### src/sv/tlsrr_pkg.sv
// ----------------------------------------------------------------------------
// tlsrr_pkg
// Types and constants for the reply record reader: record header layout, beat
// payloads, status and error codes, actions, register indexes and register reset values.
// ----------------------------------------------------------------------------
package tlsrr_pkg;

	// record header layout
	localparam logic [2:0] HEADER_BYTES      = 3'd5;
	localparam logic [2:0] HDR_TYPE_POS      = 3'd0;
	localparam logic [2:0] HDR_LEN_HI_POS    = 3'd3;
	localparam logic [7:0] FIRST_RECORD_TYPE = 8'h16;

	// actions
	localparam logic [1:0] ACT_DATA     = 2'd0;
	localparam logic [1:0] ACT_CLOSED   = 2'd1;
	localparam logic [1:0] ACT_DEADLINE = 2'd2;

	// status
	localparam logic [1:0] STATUS_PENDING = 2'd0;
	localparam logic [1:0] STATUS_DONE    = 2'd1;
	localparam logic [1:0] STATUS_FAILED  = 2'd2;

	// errors
	localparam logic [1:0] ERR_NONE     = 2'd0;
	localparam logic [1:0] ERR_PROTOCOL = 2'd1;
	localparam logic [1:0] ERR_EOF      = 2'd2;
	localparam logic [1:0] ERR_TIMEOUT  = 2'd3;

	// register indexes
	localparam int unsigned CFG_IDX_W  = 2;
	localparam int unsigned CFG_DATA_W = 16;
	localparam logic [CFG_IDX_W-1:0] CFG_MAX_BODY_LEN = 2'd0;
	localparam logic [CFG_IDX_W-1:0] CFG_PREFIX_LEN   = 2'd1;
	localparam logic [CFG_IDX_W-1:0] CFG_RECORD_COUNT = 2'd2;

	// register reset values
	localparam logic [15:0] MAX_BODY_LEN_RST = 16'd16384;
	localparam logic [7:0]  PREFIX_LEN_RST   = 8'd112;
	localparam logic [2:0]  RECORD_COUNT_RST = 3'd3;

	typedef struct packed {
		logic [1:0] action;
		logic [7:0] data_byte;
	} req_t;

	typedef struct packed {
		logic [1:0]  status;
		logic [1:0]  error_code;
		logic        prefix_valid;
		logic [7:0]  prefix_index;
		logic [7:0]  prefix_byte;
		logic [2:0]  record_number;
		logic [15:0] bytes_left;
	} rsp_t;

endpackage

### src/sv/tls_reply_record_reader.sv
// ----------------------------------------------------------------------------
// tls_reply_record_reader
// Deframes a server reply byte by byte: 5-byte record headers, body length
// checks, first-record prefix capture, and done / failed reporting.
// ----------------------------------------------------------------------------
// Takes one beat per clock and returns exactly one result beat per request,
// registered and valid in the cycle after acceptance. All parsing for a byte
// is combinational between the parser state registers and the result
// register; req_ready is high whenever the result register is empty or is
// being taken in the same cycle, so a sustained rate of one byte per clock
// holds as long as the consumer keeps rsp_ready high. Register writes are to
// be made only while no beat is in flight.
module tls_reply_record_reader (
	input  logic                                  clk,
	input  logic                                  arst_n,
	input  logic                                  req_valid,
	output logic                                  req_ready,
	input  tlsrr_pkg::req_t                       req,
	output logic                                  rsp_valid,
	input  logic                                  rsp_ready,
	output tlsrr_pkg::rsp_t                       rsp,
	input  logic                                  cfg_wr_en,
	input  logic [tlsrr_pkg::CFG_IDX_W-1:0]       cfg_index,
	input  logic [tlsrr_pkg::CFG_DATA_W-1:0]      cfg_data
);

	typedef enum logic [1:0] {
		PH_HEADER,
		PH_BODY,
		PH_DONE,
		PH_FAILED
	} phase_t;

	// configuration
	logic [15:0] max_body_len_q;
	logic [7:0]  prefix_len_q;
	logic [2:0]  record_count_q;

	// parser state
	phase_t      phase_q, phase_n;
	logic [2:0]  hdr_cnt_q, hdr_cnt_n;
	logic [7:0]  rec_type_q, rec_type_n;
	logic [7:0]  len_hi_q, len_hi_n;
	logic [15:0] body_total_q, body_total_n;
	logic [15:0] body_done_q, body_done_n;
	logic [2:0]  rec_done_q, rec_done_n;
	logic [7:0]  cap_cnt_q, cap_cnt_n;
	logic [1:0]  err_q, err_n;

	logic            rsp_valid_q;
	tlsrr_pkg::rsp_t rsp_q;
	tlsrr_pkg::rsp_t rsp_n;

	logic        accept;
	logic        finish;
	logic [2:0]  rec_inc;
	logic [15:0] hdr_len;
	logic [15:0] done_inc;

	assign req_ready = !rsp_valid_q || rsp_ready;
	assign accept    = req_valid && req_ready;
	assign rsp_valid = rsp_valid_q;
	assign rsp       = rsp_q;

	assign rec_inc  = rec_done_q + 3'd1;
	assign hdr_len  = {len_hi_q, req.data_byte};
	assign done_inc = body_done_q + 16'd1;

	always_comb begin
		phase_n      = phase_q;
		hdr_cnt_n    = hdr_cnt_q;
		rec_type_n   = rec_type_q;
		len_hi_n     = len_hi_q;
		body_total_n = body_total_q;
		body_done_n  = body_done_q;
		rec_done_n   = rec_done_q;
		cap_cnt_n    = cap_cnt_q;
		err_n        = err_q;
		finish       = 1'b0;
		rsp_n        = '0;

		if (phase_q == PH_HEADER || phase_q == PH_BODY) begin
			case (req.action)
				tlsrr_pkg::ACT_DATA: begin
					if (phase_q == PH_HEADER) begin
						if (hdr_cnt_q == tlsrr_pkg::HDR_TYPE_POS)
							rec_type_n = req.data_byte;
						if (hdr_cnt_q == tlsrr_pkg::HDR_LEN_HI_POS)
							len_hi_n = req.data_byte;
						if (hdr_cnt_q == tlsrr_pkg::HEADER_BYTES - 3'd1) begin
							hdr_cnt_n    = '0;
							body_total_n = hdr_len;
							if (hdr_len > max_body_len_q) begin
								phase_n = PH_FAILED;
								err_n   = tlsrr_pkg::ERR_PROTOCOL;
							end else if (rec_done_q == 3'd0 &&
								(rec_type_q != tlsrr_pkg::FIRST_RECORD_TYPE ||
								 hdr_len < {8'd0, prefix_len_q})) begin
								phase_n = PH_FAILED;
								err_n   = tlsrr_pkg::ERR_PROTOCOL;
							end else begin
								body_done_n = '0;
								phase_n     = PH_BODY;
								finish      = (hdr_len == 16'd0);
							end
						end else begin
							hdr_cnt_n = hdr_cnt_q + 3'd1;
						end
					end else begin
						if (rec_done_q == 3'd0 && cap_cnt_q < prefix_len_q) begin
							rsp_n.prefix_valid = 1'b1;
							rsp_n.prefix_index = cap_cnt_q;
							rsp_n.prefix_byte  = req.data_byte;
							cap_cnt_n          = cap_cnt_q + 8'd1;
						end
						body_done_n = done_inc;
						finish      = (done_inc >= body_total_q);
					end
				end
				tlsrr_pkg::ACT_CLOSED: begin
					phase_n = PH_FAILED;
					err_n   = tlsrr_pkg::ERR_EOF;
				end
				tlsrr_pkg::ACT_DEADLINE: begin
					phase_n = PH_FAILED;
					err_n   = tlsrr_pkg::ERR_TIMEOUT;
				end
				default: ;
			endcase
		end

		// record complete: count it, then either done or back to headers
		if (finish) begin
			rec_done_n = rec_inc;
			if (rec_inc >= record_count_q) begin
				phase_n = PH_DONE;
				err_n   = tlsrr_pkg::ERR_NONE;
			end else begin
				hdr_cnt_n    = '0;
				body_done_n  = '0;
				body_total_n = '0;
				phase_n      = PH_HEADER;
			end
		end

		case (phase_n)
			PH_HEADER: begin
				rsp_n.status     = tlsrr_pkg::STATUS_PENDING;
				rsp_n.bytes_left = {13'd0, tlsrr_pkg::HEADER_BYTES - hdr_cnt_n};
			end
			PH_BODY: begin
				rsp_n.status     = tlsrr_pkg::STATUS_PENDING;
				rsp_n.bytes_left = body_total_n - body_done_n;
			end
			PH_DONE:   rsp_n.status = tlsrr_pkg::STATUS_DONE;
			default:   rsp_n.status = tlsrr_pkg::STATUS_FAILED;
		endcase
		rsp_n.error_code    = err_n;
		rsp_n.record_number = rec_done_n;
	end

	always_ff @(posedge clk or negedge arst_n) begin
		if (!arst_n) begin
			max_body_len_q <= tlsrr_pkg::MAX_BODY_LEN_RST;
			prefix_len_q   <= tlsrr_pkg::PREFIX_LEN_RST;
			record_count_q <= tlsrr_pkg::RECORD_COUNT_RST;
		end else if (cfg_wr_en) begin
			case (cfg_index)
				tlsrr_pkg::CFG_MAX_BODY_LEN: max_body_len_q <= cfg_data;
				tlsrr_pkg::CFG_PREFIX_LEN:   prefix_len_q   <= cfg_data[7:0];
				tlsrr_pkg::CFG_RECORD_COUNT: record_count_q <= cfg_data[2:0];
				default: ;
			endcase
		end
	end

	always_ff @(posedge clk or negedge arst_n) begin
		if (!arst_n) begin
			phase_q      <= PH_HEADER;
			hdr_cnt_q    <= '0;
			rec_type_q   <= '0;
			len_hi_q     <= '0;
			body_total_q <= '0;
			body_done_q  <= '0;
			rec_done_q   <= '0;
			cap_cnt_q    <= '0;
			err_q        <= tlsrr_pkg::ERR_NONE;
		end else if (accept) begin
			phase_q      <= phase_n;
			hdr_cnt_q    <= hdr_cnt_n;
			rec_type_q   <= rec_type_n;
			len_hi_q     <= len_hi_n;
			body_total_q <= body_total_n;
			body_done_q  <= body_done_n;
			rec_done_q   <= rec_done_n;
			cap_cnt_q    <= cap_cnt_n;
			err_q        <= err_n;
		end
	end

	always_ff @(posedge clk or negedge arst_n) begin
		if (!arst_n) begin
			rsp_valid_q <= 1'b0;
		end else if (accept) begin
			rsp_valid_q <= 1'b1;
		end else if (rsp_ready) begin
			rsp_valid_q <= 1'b0;
		end
	end

	always_ff @(posedge clk) begin
		if (accept)
			rsp_q <= rsp_n;
	end

`ifndef NO_ASSERTIONS
	// a new beat never overwrites a result that is still waiting
	a_no_overwrite: assert property (@(posedge clk) disable iff (!arst_n)
		!(accept && rsp_valid_q && !rsp_ready))
		else $error("result register overwritten");

	// header byte counter never reaches the header length
	a_hdr_cnt: assert property (@(posedge clk) disable iff (!arst_n)
		phase_q == PH_HEADER |-> hdr_cnt_q < tlsrr_pkg::HEADER_BYTES)
		else $error("header counter out of range");

	// terminal results want no more bytes
	a_final_wanted: assert property (@(posedge clk) disable iff (!arst_n)
		rsp_valid_q && rsp_q.status != tlsrr_pkg::STATUS_PENDING
		|-> rsp_q.bytes_left == 16'd0)
		else $error("terminal result still wants bytes");

	// done carries no error; failed always carries one
	a_done_err: assert property (@(posedge clk) disable iff (!arst_n)
		(phase_q == PH_DONE |-> err_q == tlsrr_pkg::ERR_NONE) and
		(phase_q == PH_FAILED |-> err_q != tlsrr_pkg::ERR_NONE))
		else $error("error code inconsistent with phase");
`endif

endmodule
### config.mk
export PLATFORM = sky130hd
export DESIGN_NAME = tls_reply_record_reader
export DESIGN_NICKNAME = d
export VERILOG_FILES = /design/src/sv/tlsrr_pkg.sv /design/src/sv/tls_reply_record_reader.sv
export SDC_FILE = /design/constraint.sdc
export NUM_CORES = 1
export LEC_CHECK = 0
export BUFFER_PORTS_ARGS = -buffer_cell sky130_fd_sc_hd__buf_2
export CAP_MARGIN = 20
export CORE_ASPECT_RATIO = 0.9
export CORE_MARGIN = 8
export CORE_UTILIZATION = 42
export DETAILED_ROUTE_END_ITERATION = 8
export MAX_ROUTING_LAYER = met4
export SYNTH_ARGS = -nofsm -noshare
export SYNTH_HDL_FRONTEND = slang
export SYNTH_SLANG_ARGS = --single-unit
### constraint.sdc
create_clock -name clk -period 13.7 [get_ports clk]
set_clock_uncertainty 0.1 [all_clocks]
set_input_delay 2.74 -clock clk [delete_from_list [all_inputs] [get_ports clk]]
set_output_delay 2.74 -clock clk [all_outputs]
set_load 0.01 [all_outputs]
==> impl_metrics.json, run 1 <==
{
  "status": "finished clean",
  "ys_ff_latch": 134,
  "cts_tree": "done",
  "synth_edf_count": 40,
  "grt_max_degree": 51,
  "drt_iter0_drc": 555,
  "holdPathStages": 1,
  "top_usage_layer": "met1",
  "max_cap_violations": 0,
  "clk_pin_slew_ns": 0.06,
  "synthArstFlopShare_pct": 70.1,
  "n_fill_cell": 1880,
  "grt_pass1_vias": 6166,
  "rsz0062_at_grt": "false",
  "io_pins": 75,
  "syn_nets": 975,
  "firstDrtPassIters": 5,
  "avgViaCountPerCell": 5.47,
  "rows": 49,
  "fin_crit_ns": 7.70,
  "worstMarginPinSlew_ns": 0.931,
  "ff2ff_setup_slack_ns": 6.31,
  "die_w_um": 165,
  "seq_power_share_pct": 34.0,
  "worstSkewPairLatency_ns": 0.43,
  "synthXorXnorAreaFrac_pct": 3.55,
  "dp_hpwl_um": 16000,
  "tns_ns": 0,
  "grtUsageMet2_pct": 25.8,
  "synthAdderAreaFrac_pct": 11.4,
  "synth_top_family_by_area": "compound AO/OA/AOI/OAI gates",
  "drv_slew": 0,
  "start_util_pct": 42.3,
  "fin_crit_sh_pct": 56.2,
  "cp-start-kind": "input port",
  "whs_ns": 0.406,
  "die_area_um2": 24700,
  "arrival_ns": 7.77,
  "root_buffer": "clkbuf_16",
  "num_antenna_cells": 0,
  "ys_seq_area_share_pct": 42.5,
  "drcViolationCount": 0,
  "post_synth.cell_area_avg_um2": 9.68,
  "synthSimpleGateAreaFrac_pct": 16.6,
  "synth_top_flop_cell": "dfrtp_1",
  "peakVddDrop_uv": 69.0,
  "final_layout_size_suffix_gt1_share_pct": 17.6,
  "p_sw_share_pct": 37.3,
  "gp_congestion": 0.867,
  "antenna_found_initial": 0,
  "htree_levels": 4,
  "grt_pass1_wl_um": 34900,
  "p_int_mw": 1.02,
  "fp.dieH_um": 150,
  "utilization_pct": 48.5,
  "vias": 6580,
  "yosysWarnings": 0,
  "r2r_cells": 22,
  "post_drt_wl_per_cell_um": 18.4,
  "grtUsageMet1_pct": 27.9,
  "synth_compound_area_share_pct": 17.2,
  "crit_required_ns": 13.77,
  "wirelength_um": 22100,
  "crit_type": "in -> reg",
  "p_comb_share_pct": 36.6,
  "clock-sinks": 134,
  "core-area_um2": 19800,
  "p_per_area_nw_per_um2": 169,
  "port_buffers": 74,
  "slew_headroom_pct": 37.8,
  "clock_path_buffers": 2,
  "cts_made_buffers": 17,
  "holdCritPathClass": "reg -> reg",
  "synth_mux_area_share_pct": 4.28,
  "syn_area_um2": 8390,
  "gr-usage-met3_pct": 3.63,
  "grt_use_total_pct": 18.8,
  "ctsResizeCount": 0,
  "synth_cells": 866,
  "worstSetupEndpointType": "flip-flop",
  "cts_hold_buffers": 0,
  "pwr-share-clk_pct": 29.4,
  "fmax_ghz": 0.130,
  "final_hold_viol_count": 0,
  "overflow": 0,
  "cp_max_fo": 27,
  "antenna_left": 0,
  "stdcell_count": 1204,
  "syn_to_final_growth_pct": 14.6,
  "placedCellCount": 1171,
  "leakage_nw": 4.33,
  "setup_viol": 0,
  "nets": 1045,
  "post_cts_buffers": 0,
  "power.net_switching_uw": 605,
  "ys_types": 71
}
layout by cell type (no fill, tap or decap), drive strengths merged, types with 5 or more instances in the layout:
cell / synthesis / layout
a211oi: 5 / 5
a21o: 14 / 14
a21oi: 42 / 42
a22o: 27 / 27
a31oi: 6 / 6
and2: 20 / 20
and3: 10 / 10
buf: 17 / 83
clkbuf: 15 / 18
clkinv: 1 / 6
dfrtp: 88 / 88
dfstp: 6 / 6
edfxtp: 40 / 40
ha: 75 / 75
inv: 58 / 62
mux2: 31 / 31
nand2: 106 / 106
nand2b: 13 / 13
nand3: 21 / 21
nand4: 7 / 7
nor2: 50 / 50
nor2b: 7 / 7
nor3: 20 / 20
nor4: 13 / 13
o211ai: 5 / 5
o21ai: 77 / 77
o31ai: 8 / 8
xnor2: 24 / 24
xor2: 10 / 10
stage by stage:
| step | worst slack (ns) | total power [mW] | area (um2) |
|---|---|---|---|
| after floorplan | 6.86 | 0.969 | 8390 |
| after global placement | 5.81 | 1.13 | 8980 |
| after detailed placement | 5.67 | 1.13 | 8990 |
| after CTS | 6.10 | 1.62 | 9600 |
| after global routing | 5.60 | 1.72 | 9610 |
| final | 6.00 | 1.62 | 9610 |
final timing paths:
check | end | start
min in group asynchronous | prefix_len_q[2] | arst_n
setup / recovery | rsp[13] | req[8]
hold / removal | prefix_len_q[2] | prefix_len_q[2]
hold reg to reg | prefix_len_q[2] | prefix_len_q[2]
setup reg to reg | rsp[13] | body_done_q[0]
max in group asynchronous | body_total_q[10] | arst_n
synthesized netlist by cell type, drive strengths merged, types with 20 or more instances:
cell	n	area, um2
nand2	106	400
dfrtp	88	2200
o21ai	77	385
ha	75	938
inv	58	218
nor2	50	188
a21oi	42	210
edfxtp	40	1200
mux2	31	349
a22o	27	236
xnor2	24	210
nand3	21	110
and2	20	125
nor3	20	115
power by group through the flow:
stage                     logic, mW  clock network [mW]  registers [mW]
after detailed placement      0.577                   0           0.557
final                         0.594               0.476           0.552
after CTS                     0.587               0.482           0.551
after global placement        0.574                   0           0.556
after floorplan               0.432                   0           0.537
after global routing          0.663               0.497           0.561
logic make-up (layout without fill, tap and decap cells):
family	after synthesis	in the layout
buf+inv	91	174
flops	134	134
fa+ha+maj	76	76
xor+xnor	34	34
compound gates	215	215
mux	32	32
simple gates	284	284
registers in the layout (all words and copies together), names as in the netlist, 3 cells and up:
| signal | cells |
|---|---|
| rec_done_q | 3 |
| body_done_q | 16 |
| prefix_len_q | 8 |
| cap_cnt_q | 8 |
| rec_type_q | 8 |
| record_count_q | 3 |
| hdr_cnt_q | 3 |
| len_hi_q | 8 |
| body_total_q | 16 |
| max_body_len_q | 16 |
| rsp | 40 |
critical path: stages:
cell,delay (ns)
buf_2,0.09
inv_1,0.05
ha_1,0.29
nor2b_2,0.21
nand2_1,0.70
nor2_1,0.22
a32oi_4,0.39
nand2b_1,0.57
nand2_1,0.23
ha_1,0.34
nor2b_1,0.14
o211ai_1,0.21
a32oi_1,0.24
a2111oi_0,0.79
o21bai_1,0.15
a21oi_1,0.19
xor2_1,0.16
nor2_1,0.05
routing by layer:
| metal | vias to the layer above | part of all wire [%] |
|---|---|---|
| li1 | 3247 | - |
| met1 | 3112 | 51 |
| met2 | 196 | 42 |
| met3 | 25 | 6.0 |
| met4 | 0 | 1.1 |
| met5 | - | 0 |
final cells by class:
class / instances / area [um2] / area share [%]
repair buffers: 83 / 448 / 4.66
well taps: 255 / 319 / 3.32
clock buffers: 18 / 429 / 4.47
inverters: 59 / 221 / 2.31
flip-flops and latches: 134 / 3560 / 37.1
clock inverters: 14 / 174 / 1.81
multi-input cells: 641 / 4450 / 46.4
No activity file was read; power rests on OpenSTA's default activity.
==> inputs of run 2 (changes only) <==
==> constraint.sdc (replaced) <==
create_clock -name clk -period 6.5 [get_ports clk]
set_clock_uncertainty 0.1 [all_clocks]
set_input_delay 1.3 -clock clk [delete_from_list [all_inputs] [get_ports clk]]
set_output_delay 1.3 -clock clk [all_outputs]
set_load 0.01 [all_outputs]
==> run 2 against run 1 <==
Critical path depth is 5 higher. Combinational power is 110% higher. Register-to-register slack lost 5.8 ns. Final cell count increased by 0.83%. Flip-flop and latch count unchanged. Core utilization is 0.30 points higher. Die area unchanged. Critical path type is now reg -> reg.
==> impl_metrics.json, run 2 (synthesis results as in run 1) <==
{
  "crit_start": "body_done_q[0]",
  "post_cts_buffers": 0,
  "gp_congestion": 0.883,
  "p_per_area_nw_per_um2": 352,
  "utilization_pct": 48.8,
  "setup_viol": 0,
  "core-area_um2": 19800,
  "ff2ff_setup_slack_ns": 0.47,
  "crit_type": "reg -> reg",
  "multi_input_area_um2": 4460,
  "mostFrequentLayoutCell": "nand2_1",
  "grt_pass1_wl_um": 35100,
  "grt_pass1_vias": 6383,
  "fin_crit_sh_pct": 92.7,
  "clock_path_buffers": 2,
  "fp.dieH_um": 150,
  "arrival_ns": 6.10,
  "holdCritStartpoint": "rec_type_q[0]",
  "rows": 49,
  "placedCellCount": 1181,
  "fmax_ghz": 0.166,
  "max_cap_violations": 0,
  "worstSkewPairLatency_ns": 0.43,
  "nets": 1055,
  "crit_required_ns": 6.57,
  "avgViaCountPerCell": 5.54,
  "fin_crit_ns": 6.03,
  "drv_slew": 0,
  "stdcell_count": 1214,
  "tns_ns": 0,
  "antenna_left": 0,
  "firstDrtPassIters": 7,
  "die_area_um2": 24700,
  "antenna_found_initial": 0,
  "overflow": 0,
  "wirelength_um": 22100,
  "cp-start-kind": "flip-flop",
  "post_drt_wl_per_cell_um": 18.2,
  "status": "finished clean",
  "syn_to_final_growth_pct": 15.3,
  "start_util_pct": 42.3,
  "final_cell_mix": "nand2_1, dfrtp_1, ha_1",
  "num_antenna_cells": 0,
  "drcViolationCount": 0,
  "grt_use_total_pct": 18.9,
  "root_buffer": "clkbuf_16",
  "worstMarginPinSlew_ns": 0.868,
  "timing.rr.start": "body_done_q[0]",
  "register_area_um2": 3560,
  "vias": 6724,
  "clk_pin_slew_ns": 0.07,
  "grt_max_degree": 68,
  "dp_hpwl_um": 16400,
  "io_pins": 75,
  "port_buffers": 74,
  "n_fill_cell": 1899,
  "drt_iter0_drc": 609,
  "cts_tree": "done",
  "cp_max_fo": 19,
  "die_w_um": 165,
  "final_layout_size_suffix_gt1_share_pct": 18.8,
  "slew_headroom_pct": 42.2,
  "final_hold_viol_count": 0,
  "holdCritPathClass": "reg -> reg",
  "htree_levels": 4,
  "worstSetupEndpointType": "flip-flop",
  "leakage_nw": 4.37,
  "peakVddDrop_uv": 203,
  "largest_register_ffs": 40,
  "clock-sinks": 134,
  "cts_made_buffers": 17,
  "rsz0062_at_grt": "false"
}
[run 2: cell count changes in the layout (fill, tap and decap cells not counted), sizes merged]
| cell | before | now |
|---|---|---|
| bufinv | 3 | 1 |
| clkinvlp | 2 | 3 |
| buf | 83 | 93 |
| clkbuf | 18 | 17 |
| clkinv | 6 | 4 |
| inv | 62 | 66 |
[run 2: final cells by class]
class | instances | share of cell area [%]
multi-input cells | 641 | 46.1
clock inverters | 15 | 1.67
inverters | 59 | 2.29
well taps | 255 | 3.30
clock buffers | 17 | 4.40
flip-flops and latches | 134 | 36.8
repair buffers | 93 | 5.37
[run 2: timing repair]
item                       4_1_cts  5_1_grt
hold endpoints to repair         0        0
hold buffers                     0        0
setup endpoints to repair        0        4
resized for setup                0        3
[run 2: worst paths after layout]
check / to / cells past startpoint
setup reg to reg: rsp[10] / 23
hold / removal: rec_type_q[0] / 2
min in group asynchronous: rec_done_q[1] / 1
max in group asynchronous: rec_type_q[4] / 2
setup / recovery: rsp[10] / 23
hold reg to reg: rec_type_q[0] / 2
[run 2: where the power goes]
part	total, mW	switching, mW	internal [mW]
Sequential	1.16	0.133	1.03
Clock	0.968	0.426	0.543
Combinational	1.27	0.755	0.517
Total	3.40	1.31	2.09
[run 2: worst max-delay path: stages, from the launching register on]
cell       delay [ns]
dfrtp_1          0.45
nand3_1          0.30
nor3_2           0.30
and3_1           0.31
nand3_1          0.18
xnor2_1          0.22
ha_1             0.28
a21o_1           0.19
a211o_1          0.28
a211oi_1         0.17
o21ai_1          0.19
a32oi_4          0.23
nand2b_1         0.21
buf_4            0.26
nand2_1          0.09
ha_1             0.34
a21o_1           0.19
a21o_1           0.21
a2111oi_1        0.49
nor3_1           0.14
a21oi_1          0.21
nor2b_1          0.19
xor2_1           0.19
nor2_1           0.06
[run 2: stage by stage]
stage	setup WS [ns]	power (mW)	hold slack [ns]	cell area, um2
2_1_floorplan	0.640	2.04	0.351	8390
3_3_place_gp	0.671	2.40	0.375	9060
6_report	0.474	3.40	0.390	9670
5_1_grt	0.0669	3.62	0.419	9670
4_1_cts	0.312	3.41	0.392	9650
3_5_place_dp	0.465	2.41	0.377	9060
[run 2: metal layers]
metal | up-vias | GRT usage [%] | wire (um)
li1 | 3277 | - | -
met1 | 3208 | 28.0 | 11200
met2 | 208 | 25.7 | 9180
met3 | 31 | 3.38 | 1310
met4 | 0 | 5.58 | 420
met5 | - | - | 0
